## src/hw/rtl/tei_pkg.sv

```systemverilog
`default_nettype none

package tei_pkg;

	// field widths
	localparam int ORB_W      = 6;
	localparam int FLAT_W     = 24;
	localparam int MODE_W     = 3;
	localparam int CNT_W      = 7;
	localparam int CFG_IDX_W  = 4;
	localparam int TRI_W      = 12;
	localparam int IN_DATA_W  = 24;
	localparam int OUT_DATA_W = 32;
	localparam int STAGES     = 4;

	// symmetry modes; the two unused codes pack as no symmetry
	localparam logic [MODE_W-1:0] MODE_NONE           = 3'd0;
	localparam logic [MODE_W-1:0] MODE_HERMITIAN      = 3'd1;
	localparam logic [MODE_W-1:0] MODE_DUMMY_EXCHANGE = 3'd2;
	localparam logic [MODE_W-1:0] MODE_FOUR_COMPLEX   = 3'd3;
	localparam logic [MODE_W-1:0] MODE_FOUR_NONHERM   = 3'd4;
	localparam logic [MODE_W-1:0] MODE_EIGHTFOLD      = 3'd5;

	// register indexes
	localparam logic [CFG_IDX_W-1:0] REG_SYMMETRY_MODE = 4'd0;
	localparam logic [CFG_IDX_W-1:0] REG_ORBITAL_COUNT = 4'd1;

	// per-stage load enables from the pipeline control
	typedef struct packed {
		logic [STAGES-1:0] en;
	} ctrl_t;

endpackage

`default_nettype wire

```

## src/hw/rtl/tei_cfg.sv

```systemverilog
`default_nettype none

module tei_cfg
	import tei_pkg::*;
#(
	parameter int MAX_ORBITALS = 64,
	localparam int NW = ($clog2(MAX_ORBITALS + 1) > CNT_W) ? $clog2(MAX_ORBITALS + 1) : CNT_W
) (
	input  wire logic                 clk,
	input  wire logic                 arst_n,
	input  wire logic                 cfg_valid,
	output logic                      cfg_ready,
	input  wire logic [CFG_IDX_W-1:0] cfg_index,
	input  wire logic [CNT_W-1:0]     cfg_data,
	output logic [MODE_W-1:0]         mode,
	output logic [NW-1:0]             n
);

	logic [MODE_W-1:0] mode_q;
	logic [NW-1:0]     n_q;

	assign cfg_ready = 1'b1;
	assign mode      = mode_q;
	assign n         = n_q;

	always_ff @(posedge clk or negedge arst_n) begin
		if (!arst_n) begin
			mode_q <= MODE_EIGHTFOLD;
			n_q    <= NW'(MAX_ORBITALS);
		end else if (cfg_valid && cfg_ready) begin
			case (cfg_index)
				REG_SYMMETRY_MODE: begin
					mode_q <= cfg_data[MODE_W-1:0];
				end
				REG_ORBITAL_COUNT: begin
					// counts above the build limit saturate
					if (32'(cfg_data) > 32'(MAX_ORBITALS)) begin
						n_q <= NW'(MAX_ORBITALS);
					end else begin
						n_q <= NW'(cfg_data);
					end
				end
				default: begin
				end
			endcase
		end
	end

endmodule

`default_nettype wire

```

## src/hw/rtl/tei_ctrl.sv

```systemverilog
`default_nettype none

module tei_ctrl
	import tei_pkg::*;
(
	input  wire logic clk,
	input  wire logic arst_n,
	input  wire logic s_tvalid,
	output logic      s_tready,
	output logic      m_tvalid,
	input  wire logic m_tready,
	output ctrl_t     ctrl
);

	logic [STAGES-1:0] vld_q;
	logic [STAGES:0]   rdy;

	// a stage loads when empty or when the stage after it moves on
	always_comb begin
		rdy[STAGES] = m_tready;
		for (int k = STAGES - 1; k >= 0; k--) begin
			rdy[k] = !vld_q[k] || rdy[k+1];
		end
	end

	assign ctrl.en   = rdy[STAGES-1:0];
	assign s_tready  = rdy[0];
	assign m_tvalid  = vld_q[STAGES-1];

	always_ff @(posedge clk or negedge arst_n) begin
		if (!arst_n) begin
			vld_q <= '0;
		end else begin
			for (int k = 0; k < STAGES; k++) begin
				if (rdy[k]) begin
					vld_q[k] <= (k == 0) ? s_tvalid : vld_q[(k == 0) ? 0 : k - 1];
				end
			end
		end
	end

endmodule

`default_nettype wire

```

## src/hw/rtl/tei_datapath.sv

```systemverilog
`default_nettype none

module tei_datapath
	import tei_pkg::*;
#(
	parameter int MAX_ORBITALS = 64,
	localparam int NW = ($clog2(MAX_ORBITALS + 1) > CNT_W) ? $clog2(MAX_ORBITALS + 1) : CNT_W
) (
	input  wire logic              clk,
	input  wire ctrl_t             ctrl,
	input  wire logic [MODE_W-1:0] mode,
	input  wire logic [NW-1:0]     n,
	input  wire logic [ORB_W-1:0]  orb_a,
	input  wire logic [ORB_W-1:0]  orb_b,
	input  wire logic [ORB_W-1:0]  orb_i,
	input  wire logic [ORB_W-1:0]  orb_j,
	output logic [FLAT_W-1:0]      flat_index,
	output logic                   conjugate,
	output logic                   out_of_range
);

	localparam int PW  = ORB_W + NW;   // pair index x*n+y
	localparam int HW  = 2 * NW;       // h(n)
	localparam int OBW = PW + 1;       // second multiplier operand

	function automatic logic [TRI_W-1:0] tri_ord6(input logic [ORB_W-1:0] x,
		input logic [ORB_W-1:0] y);
		logic [ORB_W-1:0]   hi;
		logic [ORB_W-1:0]   lo;
		logic [2*ORB_W:0]   pr;
		hi = (x >= y) ? x : y;
		lo = (x >= y) ? y : x;
		pr = (2*ORB_W+1)'(hi) * ((2*ORB_W+1)'(hi) + (2*ORB_W+1)'(1));
		return pr[2*ORB_W:1] + TRI_W'(lo);
	endfunction

	// stage 1: range check, orbital strides, small triangles, h(n)
	logic              oor_c;
	logic [HW:0]       hp_c;

	logic [MODE_W-1:0] mode_s1;
	logic              oor_s1;
	logic [NW-1:0]     n_s1;
	logic [PW-1:0]     an_s1, bn_s1, in_s1;
	logic [ORB_W-1:0]  b_s1, i_s1, j_s1;
	logic [TRI_W-1:0]  u_s1, v_s1;
	logic              bj_s1, ai_s1;
	logic [HW-1:0]     hn_s1;

	assign oor_c = (NW'(orb_a) >= n) || (NW'(orb_b) >= n) ||
		(NW'(orb_i) >= n) || (NW'(orb_j) >= n);
	assign hp_c  = (HW+1)'(n) * ((HW+1)'(n) + (HW+1)'(1));

	always_ff @(posedge clk) begin
		if (ctrl.en[0]) begin
			mode_s1 <= mode;
			oor_s1  <= oor_c;
			n_s1    <= n;
			an_s1   <= PW'(orb_a) * PW'(n);
			bn_s1   <= PW'(orb_b) * PW'(n);
			in_s1   <= PW'(orb_i) * PW'(n);
			b_s1    <= orb_b;
			i_s1    <= orb_i;
			j_s1    <= orb_j;
			u_s1    <= tri_ord6(orb_b, orb_j);
			v_s1    <= tri_ord6(orb_a, orb_i);
			bj_s1   <= orb_b >= orb_j;
			ai_s1   <= orb_a >= orb_i;
			hn_s1   <= hp_c[HW:1];
		end
	end

	// stage 2: pair indices, ordering, dense partial product, half offset
	logic [PW-1:0]     p1_c, q1_c, p2_c, q2_c, x_c, y_c;
	logic [PW+NW-1:0]  m0_full_c;
	logic [2*HW:0]     hh_c;
	logic              none_c;

	logic              none_s2, oor_s2, ord_s2, bj_s2, ai_s2;
	logic [MODE_W-1:0] mode_s2;
	logic [NW-1:0]     n_s2;
	logic [FLAT_W-1:0] m0_s2, half_s2;
	logic [ORB_W-1:0]  i_s2, j_s2;
	logic [PW-1:0]     mx_s2, mn_s2;

	assign p1_c      = an_s1 + PW'(b_s1);
	assign q1_c      = in_s1 + PW'(j_s1);
	assign p2_c      = an_s1 + PW'(i_s1);
	assign q2_c      = bn_s1 + PW'(j_s1);
	assign m0_full_c = (PW+NW)'(p1_c) * (PW+NW)'(n_s1);
	assign hh_c      = (2*HW+1)'(hn_s1) * ((2*HW+1)'(hn_s1) + (2*HW+1)'(1));
	assign none_c    = !(mode_s1 inside {[MODE_HERMITIAN:MODE_EIGHTFOLD]});

	always_comb begin
		case (mode_s1)
			MODE_DUMMY_EXCHANGE: begin
				x_c = p2_c;
				y_c = q2_c;
			end
			MODE_FOUR_COMPLEX, MODE_FOUR_NONHERM, MODE_EIGHTFOLD: begin
				x_c = PW'(u_s1);
				y_c = PW'(v_s1);
			end
			default: begin
				x_c = p1_c;
				y_c = q1_c;
			end
		endcase
	end

	always_ff @(posedge clk) begin
		if (ctrl.en[1]) begin
			none_s2 <= none_c;
			mode_s2 <= mode_s1;
			oor_s2  <= oor_s1;
			n_s2    <= n_s1;
			m0_s2   <= FLAT_W'(m0_full_c);
			half_s2 <= FLAT_W'(hh_c >> 1);
			i_s2    <= i_s1;
			j_s2    <= j_s1;
			ord_s2  <= x_c >= y_c;
			mx_s2   <= (x_c >= y_c) ? x_c : y_c;
			mn_s2   <= (x_c >= y_c) ? y_c : x_c;
			bj_s2   <= bj_s1;
			ai_s2   <= ai_s1;
		end
	end

	// stage 3: shared multiplier, offset choice and conjugation
	logic [FLAT_W-1:0]     opa_c;
	logic [OBW-1:0]        opb_c;
	logic [FLAT_W+OBW-1:0] prod_full_c;
	logic                  addh_c, conj_c;

	logic [FLAT_W:0]       prod_s3;
	logic [FLAT_W-1:0]     addend_s3;
	logic                  none_s3, conj_s3, oor_s3;

	// dense mode: (p*n + i) * n, otherwise mx * (mx + 1)
	assign opa_c       = none_s2 ? (m0_s2 + FLAT_W'(i_s2)) : FLAT_W'(mx_s2);
	assign opb_c       = none_s2 ? OBW'(n_s2) : (OBW'(mx_s2) + OBW'(1));
	assign prod_full_c = (FLAT_W+OBW)'(opa_c) * (FLAT_W+OBW)'(opb_c);

	always_comb begin
		addh_c = 1'b0;
		conj_c = 1'b0;
		case (mode_s2)
			MODE_HERMITIAN: begin
				conj_c = !ord_s2;
			end
			MODE_FOUR_COMPLEX: begin
				addh_c = bj_s2 != ai_s2;
				conj_c = (bj_s2 == ai_s2) ? !bj_s2 : (bj_s2 == ord_s2);
			end
			MODE_FOUR_NONHERM: begin
				if (bj_s2 && ai_s2) begin
					addh_c = 1'b0;
				end else if (bj_s2) begin
					addh_c = ord_s2;
				end else if (ai_s2) begin
					addh_c = !ord_s2;
				end else begin
					addh_c = 1'b1;
				end
			end
			default: begin
			end
		endcase
	end

	always_ff @(posedge clk) begin
		if (ctrl.en[2]) begin
			prod_s3   <= prod_full_c[FLAT_W:0];
			addend_s3 <= (none_s2 ? FLAT_W'(j_s2) : FLAT_W'(mn_s2)) +
				(addh_c ? half_s2 : '0);
			none_s3   <= none_s2;
			conj_s3   <= conj_c;
			oor_s3    <= oor_s2;
		end
	end

	// stage 4: final add, range error zeroes the result
	logic [FLAT_W-1:0] sum_c;
	logic [FLAT_W-1:0] flat_s4;
	logic              conj_s4, oor_s4;

	assign sum_c = (none_s3 ? prod_s3[FLAT_W-1:0] : prod_s3[FLAT_W:1]) + addend_s3;

	always_ff @(posedge clk) begin
		if (ctrl.en[3]) begin
			flat_s4 <= oor_s3 ? '0 : sum_c;
			conj_s4 <= conj_s3 && !oor_s3;
			oor_s4  <= oor_s3;
		end
	end

	assign flat_index   = flat_s4;
	assign conjugate    = conj_s4;
	assign out_of_range = oor_s4;

endmodule

`default_nettype wire

```

## src/hw/rtl/two_electron_integral_packed_index.sv

```systemverilog
`default_nettype none

// two-electron integral packed index: every transfer on s_ carries the four
// orbital indices a, b, i, j of one integral <ab|ij>, and one transfer on m_
// returns its flat storage index in the array packed under the configured
// symmetry, a conjugation flag and a range error flag. the pipeline has four
// register stages, the last being the output register, and while m_tready is
// high a new item is taken every cycle; the stages follow the multiply chain
// (strides, dense product, then one shared multiplier for the final triangle
// in stage three). a stalled output only holds the stages that are full, so
// bubbles close up before the input is held back. the user must write
// configuration through cfg_ only when no item is in flight; the block does
// not enforce this. index 0 is the symmetry mode, index 1 the orbital count,
// which saturates at MAX_ORBITALS. there is no stored table and no start-up
// pass.
module two_electron_integral_packed_index
	import tei_pkg::*;
#(
	parameter int MAX_ORBITALS = 64
) (
	input  wire logic                  clk,
	input  wire logic                  arst_n,
	// configuration write channel
	input  wire logic                  cfg_valid,
	output logic                       cfg_ready,
	input  wire logic [CFG_IDX_W-1:0]  cfg_index,
	input  wire logic [CNT_W-1:0]      cfg_data,
	// input stream
	input  wire logic                  s_tvalid,
	output logic                       s_tready,
	input  wire logic [IN_DATA_W-1:0]  s_tdata,   // orb_a, orb_b, orb_i, orb_j
	// result stream
	output logic                       m_tvalid,
	input  wire logic                  m_tready,
	output logic [OUT_DATA_W-1:0]      m_tdata    // flat_index, conjugate, out_of_range, pad
);

	localparam int NW = ($clog2(MAX_ORBITALS + 1) > CNT_W) ? $clog2(MAX_ORBITALS + 1) : CNT_W;

	logic [MODE_W-1:0] mode;
	logic [NW-1:0]     n;
	ctrl_t             ctrl;
	logic [FLAT_W-1:0] flat_index;
	logic              conjugate;
	logic              out_of_range;

	// mode and orbital count registers
	tei_cfg #(
		.MAX_ORBITALS (MAX_ORBITALS)
	) u_cfg (
		.clk       (clk),
		.arst_n    (arst_n),
		.cfg_valid (cfg_valid),
		.cfg_ready (cfg_ready),
		.cfg_index (cfg_index),
		.cfg_data  (cfg_data),
		.mode      (mode),
		.n         (n)
	);

	// valid bits and per-stage load enables
	tei_ctrl u_ctrl (
		.clk      (clk),
		.arst_n   (arst_n),
		.s_tvalid (s_tvalid),
		.s_tready (s_tready),
		.m_tvalid (m_tvalid),
		.m_tready (m_tready),
		.ctrl     (ctrl)
	);

	// four-stage index arithmetic, last stage is the output register
	tei_datapath #(
		.MAX_ORBITALS (MAX_ORBITALS)
	) u_datapath (
		.clk          (clk),
		.ctrl         (ctrl),
		.mode         (mode),
		.n            (n),
		.orb_a        (s_tdata[ORB_W-1:0]),
		.orb_b        (s_tdata[2*ORB_W-1:ORB_W]),
		.orb_i        (s_tdata[3*ORB_W-1:2*ORB_W]),
		.orb_j        (s_tdata[4*ORB_W-1:3*ORB_W]),
		.flat_index   (flat_index),
		.conjugate    (conjugate),
		.out_of_range (out_of_range)
	);

	// pack the result, zero fill up to whole bytes
	assign m_tdata = {(OUT_DATA_W - FLAT_W - 2)'(0), out_of_range, conjugate, flat_index};

endmodule

`default_nettype wire

```

## config.mk

```make
export PLATFORM = sky130hd
export DESIGN_NAME = two_electron_integral_packed_index
export DESIGN_NICKNAME = d
export VERILOG_FILES = /design/src/hw/rtl/tei_pkg.sv /design/src/hw/rtl/tei_cfg.sv /design/src/hw/rtl/tei_ctrl.sv /design/src/hw/rtl/tei_datapath.sv /design/src/hw/rtl/two_electron_integral_packed_index.sv
export SDC_FILE = /design/constraint.sdc
export NUM_CORES = 2
export LEC_CHECK = 0
export BUFFER_PORTS_ARGS = -buffer_cell sky130_fd_sc_hd__buf_2
export CAP_MARGIN = 10
export CORE_UTILIZATION = 40
export DETAILED_ROUTE_END_ITERATION = 7
export GPL_TIMING_DRIVEN = 0
export PLACE_DENSITY = 0.51
export SLEW_MARGIN = 40
export SYNTH_ARGS = -nofsm -noshare
export SYNTH_HDL_FRONTEND = slang
export SYNTH_HIERARCHICAL = 1
export SYNTH_SLANG_ARGS = --single-unit
```

## constraint.sdc

```tcl
create_clock -name clk -period 17.98 [get_ports clk]
set_input_delay 1.798 -clock clk [delete_from_list [all_inputs] [get_ports clk]]
set_output_delay 1.798 -clock clk [all_outputs]
set_load 0.02 [all_outputs]
```

==> impl_metrics.py <==
metrics = {
    "status": {
        "outcome": "complete, no violations",
    },
    "yosys": {
        "synth_cell_type_count": 79,
        "async_flop_share_pct": 4.71,
        "synth_area_leaders": "fa_1 (26%), edfxtp_1 (21%), ha_1 (15%), inv_1 (7.0%), nand2_1 (3.7%)",
        "yosysMostFrequentCell": "inv_1",
        "synth_ff_type": "edfxtp_1",
        "yosys_warnings": 6,
        "synthTopCellsByCount": "inv_1 (765), fa_1 (525), ha_1 (479), nand2_1 (400), nor2_1 (292)",
        "post-synth-top-area-cell": "fa_1",
        "synth_edf_count": 283,
        "synth_seq_cells": 297,
        "synth_cells": 4272,
        "syn_area_mm2": 0.0411,
        "seq_area_frac_synth_pct": 21.6,
        "avgSynthCellArea_um2": 9.61,
        "synth_top_area_share_pct": 25.6,
    },
    "drt": {
        "first_iter_violations": 1500,
        "vias": 28800,
        "drtAntennaViolNets": 0,
        "via_per_inst": 4.95,
        "remaining_drc_errors": 0,
        "wire_per_inst_um": 18.7,
        "wirelength_um": 109000,
        "drtPass1Iterations": 7,
    },
    "sta": {
        "finalSetupTns_ns": 0,
        "min_period_ns": 9.45,
        "fin_worst_skew_ns": 0.0222,
        "finalHoldViolCount": 0,
        "setup_viol": 0,
        "maxSlewHeadroom_pct": 39.7,
        "period_share_pct": 52.5,
        "holdWs_ns": 0.418,
        "worst_slack_ns": 8.53,
        "drv_slew": 0,
        "tightest_slew_ns": 0.899,
        "rsz0062_at_grt": "false",
        "fmax_ghz": 0.106,
    },
    "layout": {
        "syn_to_final_growth_pct": 9.01,
        "seqCellArea_mm2": 0.00885,
        "final_layout_size_suffix_gt1_share_pct": 5.90,
        "fillers": 10000,
        "final_net_count": 5452,
        "finalInstanceArea_mm2": 0.0448,
        "multi_input_area_mm2": 0.0290,
    },
    "setup_path": {
        "crit_type": "primary input to register",
        "path_delay_family": "adder cells",
        "crit_fanout": 10,
        "cp_common_cell": "ha_1",
        "cp-end-kind": "register",
        "reg2reg_to": "u_datapath/prod_s3[23]",
        "r2r_slack_ns": 9.66,
        "max_stage_delay_ns": 0.59,
        "rr_worst_depth": 30,
        "regToRegStartpoint": "u_datapath/i_s2[0]",
        "arrival_ns": 9.76,
        "crit_required_ns": 18.29,
        "worst_setup_path_start_kind": "primary input",
        "slowest_stage": "mux2i_1",
        "crit_buf_inv": 7,
    },
    "die": {
        "die_w_um": 322,
        "io-pin-count": 75,
        "design.core.area_mm2": 0.102,
        "core.rowCount": 117,
        "die_area_mm2": 0.104,
        "initial_core_util_pct": 40.4,
        "fp.dieH_um": 322,
    },
    "clocking": {
        "post_cts_buffers": 0,
        "htree_levels": 2,
        "numCtsBuffers": 39,
        "cts_tree": "done",
        "insertion_delay_ns": 0.57,
        "ctsHoldBuffers": 0,
        "clockBufferDepth": 3,
        "clk_pin_slew_ns": 0.06,
        "post_cts_resize_count": 0,
        "cts_num_sinks": 297,
        "cts_root_buffer": "clkbuf_16",
    },
    "placed_design": {
        "port_buffers": 67,
        "place_area_mm2": 0.0434,
        "gp_congestion": 0.949,
        "dp_hpwl_um": 90000,
        "pre_cts_slack_ns": 7.98,
    },
    "run": {
        "max-cap-violations": 0,
    },
    "worst_hold_path": {
        "worstHoldStart": "u_datapath/ai_s1",
        "hold_path.class": "register to register",
        "hold_end": "u_datapath/ai_s2",
        "hold_path_depth": 0,
    },
    "global_route": {
        "gr-usage-met1_pct": 30.5,
        "grt_remaining_overflow": 0,
        "grtUsageMet3_pct": 1.99,
        "grt_pass1_vias": 29600,
        "grt_max_degree": 60,
        "grt_pass1_wl_um": 172000,
        "antenna_found_initial": 3,
        "grt_usage_pct": 21.5,
        "met2_usage_pct": 35.4,
        "busiest_layer": "met2",
    },
}
==> stage by stage <==
step	std cells	utilization, %
2_1_floorplan	4285	-
4_1_cts	5807	44.0
5_1_grt	5807	44.0
6_report	5808	44.0
3_3_place_gp	5720	42.4
3_5_place_dp	5735	42.6
==> state kept, by name (all words and copies together), names as in the netlist, 7 cells and up <==
| name | cells |
|---|---|
| u_datapath/half_s2 | 24 |
| u_datapath/mn_s2 | 13 |
| u_datapath/u_s1 | 12 |
| u_datapath/n_s1 | 7 |
| u_datapath/flat_index | 24 |
| u_datapath/an_s1 | 13 |
| u_datapath/prod_s3 | 25 |
| u_datapath/addend_s3 | 24 |
| u_datapath/n_s2 | 7 |
| u_datapath/v_s1 | 12 |
| u_datapath/in_s1 | 13 |
| u_datapath/hn_s1 | 14 |
| u_datapath/m0_s2 | 20 |
| u_datapath/bn_s1 | 13 |
| u_cfg/n | 7 |
| u_datapath/mx_s2 | 13 |
==> worst reg2reg max path, delay by kind of cell, from the launching register on <==
kind	cells	cell delay, ns
simple gates	5	0.90
compound gates	10	2.16
flops	1	0.35
fa+ha+maj	9	3.66
buf+inv	4	0.75
xor+xnor	2	0.25
==> cell type report <==
type	instances	share of cell area [%]
sequential	297	19.8
tap	1368	3.82
timing repair buffer	82	1.06
buffer	120	1.13
clock inverter	31	0.769
antenna	1	0.00559
multi-input combinational	3099	64.7
clock buffer	41	2.24
inverter	769	6.45
==> how the worst max path moves through the flow <==
stage                     cells past startpoint                  end       start
after floorplan                              32  u_datapath/u_s1[11]  s_tdata[6]
after global placement                       33  u_datapath/u_s1[11]  s_tdata[6]
after detailed placement                     33  u_datapath/u_s1[11]  s_tdata[6]
after CTS                                    33  u_datapath/u_s1[11]  s_tdata[6]
after global routing                         33  u_datapath/u_s1[11]  s_tdata[6]
final                                        33  u_datapath/u_s1[11]  s_tdata[6]
==> cells by family (layout without fill, tap and decap cells) <==
family	Yosys count	after routing	synth area share, %
other	4	18	0.0366
muxes	96	96	2.50
adders and majority gates	1004	1004	40.2
xor gates and xnor gates	240	240	5.12
AOI/OAI and AO/OA	481	481	7.44
and+or+nand+nor	1261	1261	14.9
DFF	297	297	21.6
buffers and inverters	889	1043	8.25
==> per-layer routing <==
| metal | routed length, um | share of wire, % | vias to the layer above |
|---|---|---|---|
| met5 | 0 | 0 | - |
| li1 | - | - | 14000 |
| met4 | 2660 | 2.4 | 0 |
| met2 | 49900 | 46 | 514 |
| met3 | 4160 | 3.8 | 130 |
| met1 | 52200 | 48 | 14100 |
==> placed cells by master, fill, tap and decap left out, types with 17 or more instances in the layout <==
| cell | synthesis | final |
|---|---|---|
| nand3_1 | 53 | 53 |
| or3_1 | 20 | 20 |
| nor3_1 | 39 | 38 |
| nand4_1 | 23 | 23 |
| nand2b_1 | 152 | 152 |
| ha_1 | 479 | 479 |
| fa_1 | 525 | 525 |
| xor2_1 | 75 | 72 |
| inv_1 | 765 | 764 |
| a21o_1 | 74 | 74 |
| o21ai_0 | 87 | 87 |
| mux2i_1 | 47 | 45 |
| nor2b_1 | 116 | 116 |
| a21oi_1 | 160 | 157 |
| o21bai_1 | 32 | 32 |
| conb_1 | 4 | 17 |
| o21a_1 | 21 | 21 |
| xnor2_1 | 165 | 160 |
| buf_2 | 4 | 71 |
| and3_1 | 28 | 28 |
| clkbuf_16 | 0 | 40 |
| mux2_2 | 48 | 48 |
| clkbuf_1 | 95 | 96 |
| buf_4 | 10 | 21 |
| and2_1 | 85 | 85 |
| nand2_1 | 400 | 400 |
| edfxtp_1 | 283 | 283 |
| nor2_1 | 292 | 292 |
Power is not shown: default switching activity piles up to over one toggle a cycle in this logic, so the estimate is an artifact.
